===== src/hw/rtl/mxs_pkg.sv =====
// Package with the item types and the action and status codes of the max stack.
`timescale 1ns / 1ps

package mxs_pkg;

	// Action codes
	localparam logic [1:0] ACT_PUSH    = 2'd0;
	localparam logic [1:0] ACT_POP     = 2'd1;
	localparam logic [1:0] ACT_POP_MAX = 2'd2;

	// Status codes
	localparam logic [1:0] ST_OK    = 2'd0;
	localparam logic [1:0] ST_EMPTY = 2'd1;
	localparam logic [1:0] ST_FULL  = 2'd2;

	// Request item
	typedef struct packed {
		logic [1:0]         action;
		logic signed [31:0] value;
	} cmd_item_t;

	// Result item
	typedef struct packed {
		logic signed [31:0] removed_value;
		logic [1:0]         status;
		logic signed [31:0] top_value;
		logic signed [31:0] max_value;
		logic [6:0]         entry_count;
	} res_item_t;

endpackage


===== src/hw/rtl/max_stack_core.sv =====
// Bounded stack of signed words with pop of the maximum, scanned by one shared compare unit.
// Every item ends with a scan of the stack for its top and maximum; a pop of the maximum
// first finds the maximum and then shifts the entries above it down by one place.
// A pop of either kind on an empty stack reports the empty status without reading.
// One item at a time: the next one is accepted in the cycle after the result is loaded;
// every scan and shift step goes through the single memory read port, one entry a cycle.
// Reset (arst_n low) empties the stack and the result register; no clearing pass.
`timescale 1ns / 1ps

module max_stack_core #(
	parameter int DEPTH = 64
) (
	input  logic               clk,
	input  logic               arst_n,
	input  logic               cmd_valid,
	output logic               cmd_stall,
	input  mxs_pkg::cmd_item_t cmd,
	output logic               res_valid,
	input  logic               res_stall,
	output mxs_pkg::res_item_t res
);

	localparam int AW = (DEPTH > 1) ? $clog2(DEPTH) : 1;
	localparam int CW = $clog2(DEPTH + 1);

	typedef enum logic [4:0] {
		S_IDLE  = 5'b00001,
		S_FIND  = 5'b00010,
		S_SHIFT = 5'b00100,
		S_SCAN  = 5'b01000,
		S_DONE  = 5'b10000
	} state_t;

	state_t             state_q;
	logic [CW-1:0]      count_q;
	logic [CW-1:0]      idx_q;
	logic [CW-1:0]      scan_end_q;
	logic               rd_pend_q;
	logic [CW-1:0]      rd_idx_q;
	logic signed [31:0] rdata_q;
	logic signed [31:0] best_q;
	logic [CW-1:0]      best_idx_q;
	logic               best_vld_q;
	logic signed [31:0] top_q;
	logic signed [31:0] removed_q;
	logic [1:0]         status_q;
	logic               res_vld_q;
	mxs_pkg::res_item_t res_q;

	logic signed [31:0] mem_q [DEPTH];

	logic               cmd_accept;
	logic               in_phase;
	logic               issue;
	logic               phase_done;
	logic               data_ge;
	logic               out_free;
	logic               is_full;
	logic               mem_we;
	logic [AW-1:0]      mem_waddr;
	logic signed [31:0] mem_wdata;
	logic [CW-1:0]      shift_waddr;

	assign cmd_stall  = (state_q != S_IDLE);
	assign cmd_accept = cmd_valid && !cmd_stall;
	assign out_free   = !res_vld_q || !res_stall;
	assign is_full    = (count_q == CW'(DEPTH));

	// Read sequencing shared by the find, shift and final scan phases
	assign in_phase   = (state_q == S_FIND) || (state_q == S_SHIFT) || (state_q == S_SCAN);
	assign issue      = in_phase && (idx_q < scan_end_q);
	assign phase_done = !issue && !rd_pend_q;

	// Shared signed compare: topmost wins on ties as the scan runs upwards
	assign data_ge = !best_vld_q || (rdata_q >= best_q);

	// Memory write: push at the top, or a shift step moving one entry down
	assign shift_waddr = rd_idx_q - CW'(1);
	always_comb begin
		mem_we    = 1'b0;
		mem_waddr = count_q[AW-1:0];
		mem_wdata = cmd.value;
		if (cmd_accept && (cmd.action == mxs_pkg::ACT_PUSH) && !is_full) begin
			mem_we = 1'b1;
		end else if ((state_q == S_SHIFT) && rd_pend_q) begin
			mem_we    = 1'b1;
			mem_waddr = shift_waddr[AW-1:0];
			mem_wdata = rdata_q;
		end
	end

	// Entry memory with registered read
	always_ff @(posedge clk) begin
		if (mem_we) begin
			mem_q[mem_waddr] <= mem_wdata;
		end
		rdata_q <= mem_q[idx_q[AW-1:0]];
	end

	// Sequencer
	always_ff @(posedge clk or negedge arst_n) begin
		if (!arst_n) begin
			state_q    <= S_IDLE;
			count_q    <= '0;
			idx_q      <= '0;
			scan_end_q <= '0;
			rd_pend_q  <= 1'b0;
			rd_idx_q   <= '0;
			best_q     <= '0;
			best_idx_q <= '0;
			best_vld_q <= 1'b0;
			top_q      <= '0;
			removed_q  <= '0;
			status_q   <= mxs_pkg::ST_OK;
		end else begin
			rd_pend_q <= issue;
			rd_idx_q  <= idx_q;
			if (issue) begin
				idx_q <= idx_q + CW'(1);
			end
			unique case (state_q)
				S_IDLE: begin
					if (cmd_accept) begin
						removed_q  <= '0;
						idx_q      <= '0;
						best_vld_q <= 1'b0;
						priority if ((cmd.action == mxs_pkg::ACT_PUSH) && is_full) begin
							status_q   <= mxs_pkg::ST_FULL;
							scan_end_q <= count_q;
							state_q    <= S_SCAN;
						end else if (cmd.action == mxs_pkg::ACT_PUSH) begin
							status_q   <= mxs_pkg::ST_OK;
							count_q    <= count_q + CW'(1);
							scan_end_q <= count_q + CW'(1);
							state_q    <= S_SCAN;
						end else if (((cmd.action == mxs_pkg::ACT_POP) ||
								(cmd.action == mxs_pkg::ACT_POP_MAX)) && (count_q == '0)) begin
							status_q   <= mxs_pkg::ST_EMPTY;
							scan_end_q <= count_q;
							state_q    <= S_SCAN;
						end else if (cmd.action == mxs_pkg::ACT_POP) begin
							// old top is read last and taken as the removed item
							status_q   <= mxs_pkg::ST_OK;
							count_q    <= count_q - CW'(1);
							scan_end_q <= count_q;
							state_q    <= S_SCAN;
						end else if (cmd.action == mxs_pkg::ACT_POP_MAX) begin
							status_q   <= mxs_pkg::ST_OK;
							scan_end_q <= count_q;
							state_q    <= S_FIND;
						end else begin
							// unused code: report the stack as it stands
							status_q   <= mxs_pkg::ST_OK;
							scan_end_q <= count_q;
							state_q    <= S_SCAN;
						end
					end
				end
				S_FIND: begin
					if (rd_pend_q && data_ge) begin
						best_q     <= rdata_q;
						best_idx_q <= rd_idx_q;
						best_vld_q <= 1'b1;
					end
					if (phase_done) begin
						removed_q  <= best_q;
						idx_q      <= best_idx_q + CW'(1);
						scan_end_q <= count_q;
						state_q    <= S_SHIFT;
					end
				end
				S_SHIFT: begin
					if (phase_done) begin
						count_q    <= count_q - CW'(1);
						scan_end_q <= count_q - CW'(1);
						idx_q      <= '0;
						best_vld_q <= 1'b0;
						state_q    <= S_SCAN;
					end
				end
				S_SCAN: begin
					if (rd_pend_q) begin
						if (rd_idx_q < count_q) begin
							if (data_ge) begin
								best_q     <= rdata_q;
								best_vld_q <= 1'b1;
							end
							top_q <= rdata_q;
						end else begin
							removed_q <= rdata_q;
						end
					end
					if (phase_done) begin
						state_q <= S_DONE;
					end
				end
				S_DONE: begin
					if (out_free) begin
						state_q <= S_IDLE;
					end
				end
				default: begin
					state_q <= S_IDLE;
				end
			endcase
		end
	end

	// Result register
	always_ff @(posedge clk or negedge arst_n) begin
		if (!arst_n) begin
			res_vld_q <= 1'b0;
		end else if ((state_q == S_DONE) && out_free) begin
			res_vld_q <= 1'b1;
		end else if (!res_stall) begin
			res_vld_q <= 1'b0;
		end
	end

	always_ff @(posedge clk) begin
		if ((state_q == S_DONE) && out_free) begin
			res_q.removed_value <= removed_q;
			res_q.status        <= status_q;
			res_q.top_value     <= best_vld_q ? top_q : 32'sd0;
			res_q.max_value     <= best_vld_q ? best_q : 32'sd0;
			res_q.entry_count   <= 7'(count_q);
		end
	end

	assign res_valid = res_vld_q;
	assign res       = res_q;

endmodule

===== config.mk =====
export PLATFORM = sky130hd
export DESIGN_NAME = max_stack_core
export DESIGN_NICKNAME = d
export VERILOG_FILES = /design/src/hw/rtl/mxs_pkg.sv /design/src/hw/rtl/max_stack_core.sv
export SDC_FILE = /design/constraint.sdc
export NUM_CORES = 2
export LEC_CHECK = 0
export ABC_AREA = 1
export BUFFER_PORTS_ARGS = -buffer_cell sky130_fd_sc_hd__buf_2
export CELL_PAD_IN_SITES_DETAIL_PLACEMENT = 1
export CELL_PAD_IN_SITES_GLOBAL_PLACEMENT = 1
export CORE_AREA = 2 2 624 378
export CTS_BUF_LIST = sky130_fd_sc_hd__clkbuf_16
export CTS_CLUSTER_SIZE = 14
export DETAILED_ROUTE_END_ITERATION = 8
export DIE_AREA = 0 0 626 380
export PLACE_DENSITY_LB_ADDON = 0.05
export SYNTH_ARGS = -nofsm -noshare
export SYNTH_HDL_FRONTEND = slang
export SYNTH_SLANG_ARGS = --single-unit

===== constraint.sdc =====
create_clock -name clk -period 9.3 [get_ports clk]
set_input_delay 2.79 -clock clk [delete_from_list [all_inputs] [get_ports clk]]
set_output_delay 2.79 -clock clk [all_outputs]
set_load 0.02 [all_outputs]

* Yosys cells after proc, flatten, opt, wreduce, memory -nomap -nowiden *
Memories as Yosys holds them, arrays and structs flattened. A register that Yosys moved wholly into a read port is not among the register bits.
Index checks and enable logic that the tools add are counted.
W data, S select, Z words.

storage, ports and cells
  input port bits = 38
  memories = 1
  RAM bits = 2048
  register bits after elaboration = 246
  word-level logic and storage cells = 146
  output and inout port bits = 107

memories
  name   depth  bits a word  rd ports  clocked after Yosys merged registers in  write ports  line                  source
  mem_q  64     32           1         1                                        1            max_stack_core.sv:50  logic signed [31:0] mem_q [DEPTH];

operators by class
  equality and inequality tests = 23
  mux-type cells = 58
  reductions and logical operators = 38
  magnitude comparators = 3
  $add $sub $neg = 5

operators with widths
  cell                   number
  $mux W32               10
  $mux W7                14
  $pmux W32 S3           1
  $pmux W32 S2           1
  $pmux W7 S3            2
  $ge A32 B32 Y1         1
  $mux W5                5
  $pmux W5 S5            1
  $add A7 B1 Y7 const B  3
  $mux W4                5
  $ne A2 B2 Y1 const B   9
  $reduce_and A5 Y1      3
  $lt A7 B7 Y1           2
  $mux W1                14
  $pmux W7 S2            1
  $mux W6                2
  $logic_and A1 B1 Y1    10
  $eq A7 B7 Y1 const B   1
  $logic_not A1 Y1       7
  $logic_not A7 Y1       1
  $reduce_and A7 Y1      1
  $sub A7 B1 Y7 const B  1
  $ne A2 B1 Y1 const B   3
  $ne A3 B3 Y1 const B   2
  20 further kinds       27

* Depth between registers and ports, before layout *
  word-level depth = 8
  depth in mapped cells = 20
  depth with buffers taken out = 20

* Worst setup path after synthesis *
Ideal clock, no wire load.

  path type = input-to-reg
  start point = input res_stall
  end point = register res_q, in the netlist res[0] (enable)
  required time = 8.697 ns
  stages on the path = 1
  path slack = 0.821 ns
  library setup time = 0.603 ns
  buffers on the path = 0
  arrival = 7.876 ns
  cells stage by stage = a21oi_1

on the way
  word-level cells in the longest chain between the ends = 3

ends and longest elaborated chain
  what                 line                   source
  from (decl)          max_stack_core.sv:19   input logic res_stall,
  $logic_not A1 Y1     --
  $logic_or A1 B1 Y1   max_stack_core.sv:66   assign out_free = !res_vld_q || !res_stall;
  $logic_and A1 B1 Y1  max_stack_core.sv:221  if ((state_q == S_DONE) && out_free) begin
  to (decl)            max_stack_core.sv:48   mxs_pkg::res_item_t res_q;

No other way between the ends.
A chain may end at the register's enable or synchronous reset.

* Worst setup path in the final report *
  start point = register state_q[1]
  end point = memory mem_q[42][22] (enable)

on the way
  word-level cells in the longest chain between the ends = 8
  elaborated cells between the ends (all ways) = 13
  classes of those cells = eq/ne (2); mux (6); reduce/logical (5)

ends and longest elaborated chain
  what                              line                   source
  from (decl)                       max_stack_core.sv:34   state_t state_q;
  from (signal assigned)            max_stack_core.sv:103  state_q <= S_IDLE;
  from (signal assigned)            max_stack_core.sv:130  state_q <= S_SCAN;
  from (signal assigned)            max_stack_core.sv:135  state_q <= S_SCAN;
  $ne A5 B1 Y1                      max_stack_core.sv:64   assign cmd_stall = (state_q != S_IDLE);
  $logic_not A1 Y1                  max_stack_core.sv:65   assign cmd_accept = cmd_valid && !cmd_stall;
  $logic_and A1 B1 Y1               max_stack_core.sv:65
  $logic_and A1 B1 Y1 (2 in a row)  max_stack_core.sv:83   if (cmd_accept && (cmd.action == mxs_pkg::ACT_PUSH) && !is_full) begin
  $mux W1                           max_stack_core.sv:83
  $mux W1                           max_stack_core.sv:94   if (mem_we) begin
  $mux W1 (implied by the code)     max_stack_core.sv:95   mem_q[mem_waddr] <= mem_wdata;
  to (decl)                         max_stack_core.sv:50

Several ways; a longest one is shown, not always the timed one.

==> summary.md <==
| Metric | Value |
|---|---|
| Outcome | complete, no violations |
| FF-to-FF Start | state_q[1] |
| Final net count | 7411 |
| Crit share post-route | 55.2% |
| Required time of the critical path | 9780 ps |
| #FFs+latches synth | 2326 |
| Post-synth EDFFs | 2153 |
| Max-cap violations | 0 |
| Ys async rst share | 6.06% |
| GRT Total Usage | 25.3% |
| Die height | 380 um |
| Drt total wl | 305 mm |
| Vias/cell | 5.76 |
| GPL Wtd Cong | 0.816 |
| Share of the synthesized area in the top cell type | 69.9% |
| Worst skew pair latency | 900 ps |
| Final instance area | 104000 sq um |
| Critical Path Source | state_q[1] |
| Worst path max stage delay | 1090 ps |
| Hold WC Path Type | flip-flop to flip-flop |
| Worst slew pin tran | 1240 ps |
| Final hold violations | 0 |
| Worst EP arrival | 5610 ps |
| Post_cts resized | 0 |
| CP dominant cell by count | nor2_1 |
| Slew Limit Fails | 0 |
| Final setup vio count | 0 |
| I/O Pins | 145 |
| Worst setup EP type | flip-flop |
| Critical Path Source Type | flip-flop |
| Post-CTS Hold Fix Bufs | 0 |
| Peak supply drop | 160 uV |
| Setup bufs post-CTS | 0 |
| Hpwl dp | 182 mm |
| RSZ-0062 raised after global routing | no |
| Area growth from synthesis to layout | 12.9% |
| Syn Nets | 7372 |
| Post-DP Area | 97300 sq um |
| FMAX | 195 MHz |
| Pin count of the biggest net entering global routing | 180 |
| Total grt overflow | 0 |
| Total clock sinks | 2326 |
| Drt initial violations | 6621 |
| Util after Layout | 45.1% |
| Starting Density | 39.9% |
| Min-Delay Startpoint | idx_q[6] |
| Power Density | 280 nW/um^2 |
| Wire per inst | 28.7 um |
| Drc violations | 0 |
| Worst setup path category | flip-flop to flip-flop |
| Initial antenna violation count | 11 |
| Total negative slack | 0 ps |
| Mean Syn Cell Area | 12.7 sq um |
| Top_reg_cell synth | edfxtp_1 |
| H-tree depth | 4 |
| Die area | 238000 sq um |
| Cell leakage power | 0.0356 uW |
| Vias in the first global route | 60600 |
| Clk root buf | clkbuf_16 |
| Ratio of cells with drive above 1 in the final layout | 10.2% |
| Routed vias | 61200 |
| Critical Path, Cell by Cell | nor2_1, nand4_1, nor2_1, inv_4, o21ai_0, nand2_1, nor2_4 |
| Synthesized area | 92400 sq um |
| PortBufs | 144 |
| Synth warnings | 0 |
| Final antenna-violating net count | 0 |
| Yosys top cell by area | edfxtp_1 |
| First-pass GRT wire length | 445 mm |
| Fillers | 23500 |
| CTS Buf Count | 227 |
| Post-synth cell types | 46 |
| Syn Inst Count | 7282 |
| WHS Path Cells | 0 |
| Worst-path clk slew | 60 ps |
| Slew headroom | 17.5% |
| TritonCTS clock tree | built |
| Reg2reg setup slack | 4170 ps |
| Post-route minimum period | 5130 ps |
| Core area | 232000 sq um |
| Clock buffer depth | 4 |
| Row cnt | 137 |
| Setup Skew | 55.5 ps |
| Sequential area share after synthesis | 74.5% |
| Synth area leaders | edfxtp_1, o21ai_0, nor2_1 |
| Chip width | 626 um |
| Worst R2R Path Depth | 7 |
| Critical-path top delay cell | nor2_4 |
| 1st-pass router iterations | 6 |
| Max FO, Critical Path | 32 |
==> synthesized netlist by cell type, drive strengths merged (2+ instances only) <==
library cell,n
xnor2,5
o211ai,3
dfxtp,32
dfrtp,140
nand4,8
nor3,15
xor2,15
o21a,36
a221oi,2
inv,196
nor2,1353
o22ai,641
edfxtp,2153
o221ai,4
nand2,542
and3,3
clkinv,2
o21ai,1345
ha,52
mux2,32
clkbuf,329
a211oi,2
o31ai,4
buf,164
nand3,154
a31oi,6
a21oi,38
==> report_power, final <==
group / internal [uW] / switching (uW)
sequential: 11900 / 427
clock: 5010 / 4060
combinational: 2110 / 5760
total: 19000 / 10300
==> metal layers <==
layer | part of all wire, % | vias to the layer above | routed length [um] | global-route usage (%)
li1 | - | 26800 | - | -
met3 | 6.3 | 304 | 19200 | 3.48
met2 | 41 | 1858 | 126000 | 35.1
met4 | 1.6 | 2 | 4890 | 4.28
met1 | 51 | 32300 | 156000 | 41.9
met5 | 0.0043 | - | 13 | 0
==> final cells by class <==
| cell class | count | area, sq um | area share, % |
|---|---|---|---|
| Multi-Input combinational cell | 4265 | 21700 | 20.8 |
| Timing Repair Buffer | 303 | 2130 | 2.04 |
| Tap cell | 3127 | 3910 | 3.75 |
| Inverter | 198 | 776 | 0.743 |
| Clock buffer | 230 | 5760 | 5.51 |
| Antenna cell | 3 | 7.51 | 0.00719 |
| Sequential cell | 2326 | 68800 | 65.9 |
| Clock inverter | 182 | 1300 | 1.24 |
==> per-stage QoR <==
stage | hold slack (ps) | power (uW) | instances | worst slack [ps]
finish | 427 | 29300 | 10600 | 4170
global route | 462 | 30600 | 10600 | 3810
detailed placement | 427 | 20400 | 10200 | 3330
CTS | 446 | 29400 | 10600 | 4050
global placement | 430 | 20300 | 10200 | 3410
floorplan | 375 | 17200 | 7282 | 821
==> state kept, by name (all words and copies together) (netlist names) <==
| signal | count |
|---|---|
| rd_pend_q | 1 |
| best_q | 32 |
| mem_q | 2048 |
| best_vld_q | 1 |
| state_q | 5 |
| idx_q | 7 |
| removed_q | 32 |
| count_q | 7 |
| scan_end_q | 7 |
| best_idx_q | 7 |
| top_q | 32 |
| rdata_q | 32 |
| status_q | 2 |
| res_valid | 1 |
| res | 105 |
| rd_idx_q | 7 |
==> path summary, 6_finish.rpt <==
check,endpoint
min in group asynchronous,count_q[6]
min,rd_idx_q[6]
min reg2reg,rd_idx_q[6]
max reg2reg,mem_q[42][22]
max,mem_q[42][22]
max in group asynchronous,removed_q[18]
==> worst max-delay path, delay by kind of cell (launching register included) <==
kind            cells  cell delay, ps
flops               1             400
compound gates      1             980
buf+inv             1             260
simple gates        5            3040
==> placed cells by master, fill, tap and decap left out, types with 11 or more instances in the layout <==
cell       count
buf_4        142
nor3_1        14
o21ai_1       97
o21a_1        36
ha_1          52
o21ai_0     1215
clkinv_1      70
xor2_1        15
nor2_4        65
bufinv_16     20
dfrtp_1      133
dfxtp_1       32
nand2_2       11
o21ai_4       32
o22ai_1      641
a21oi_1       36
mux2_4        30
nand3_1      150
edfxtp_1    2153
clkinv_2      34
nor2_1      1285
nand2_1      531
buf_12        17
buf_2        143
inv_1        236
clkbuf_16    230
==> cell families after synthesis <==
family | share of synthesized area [%]
compound gates | 12.3
xor+xnor | 0.190
fa+ha+maj | 0.704
buf+inv | 3.04
flops | 74.5
mux | 0.522
simple gates | 8.78
Note: power is estimated with default switching activity, not from simulation.
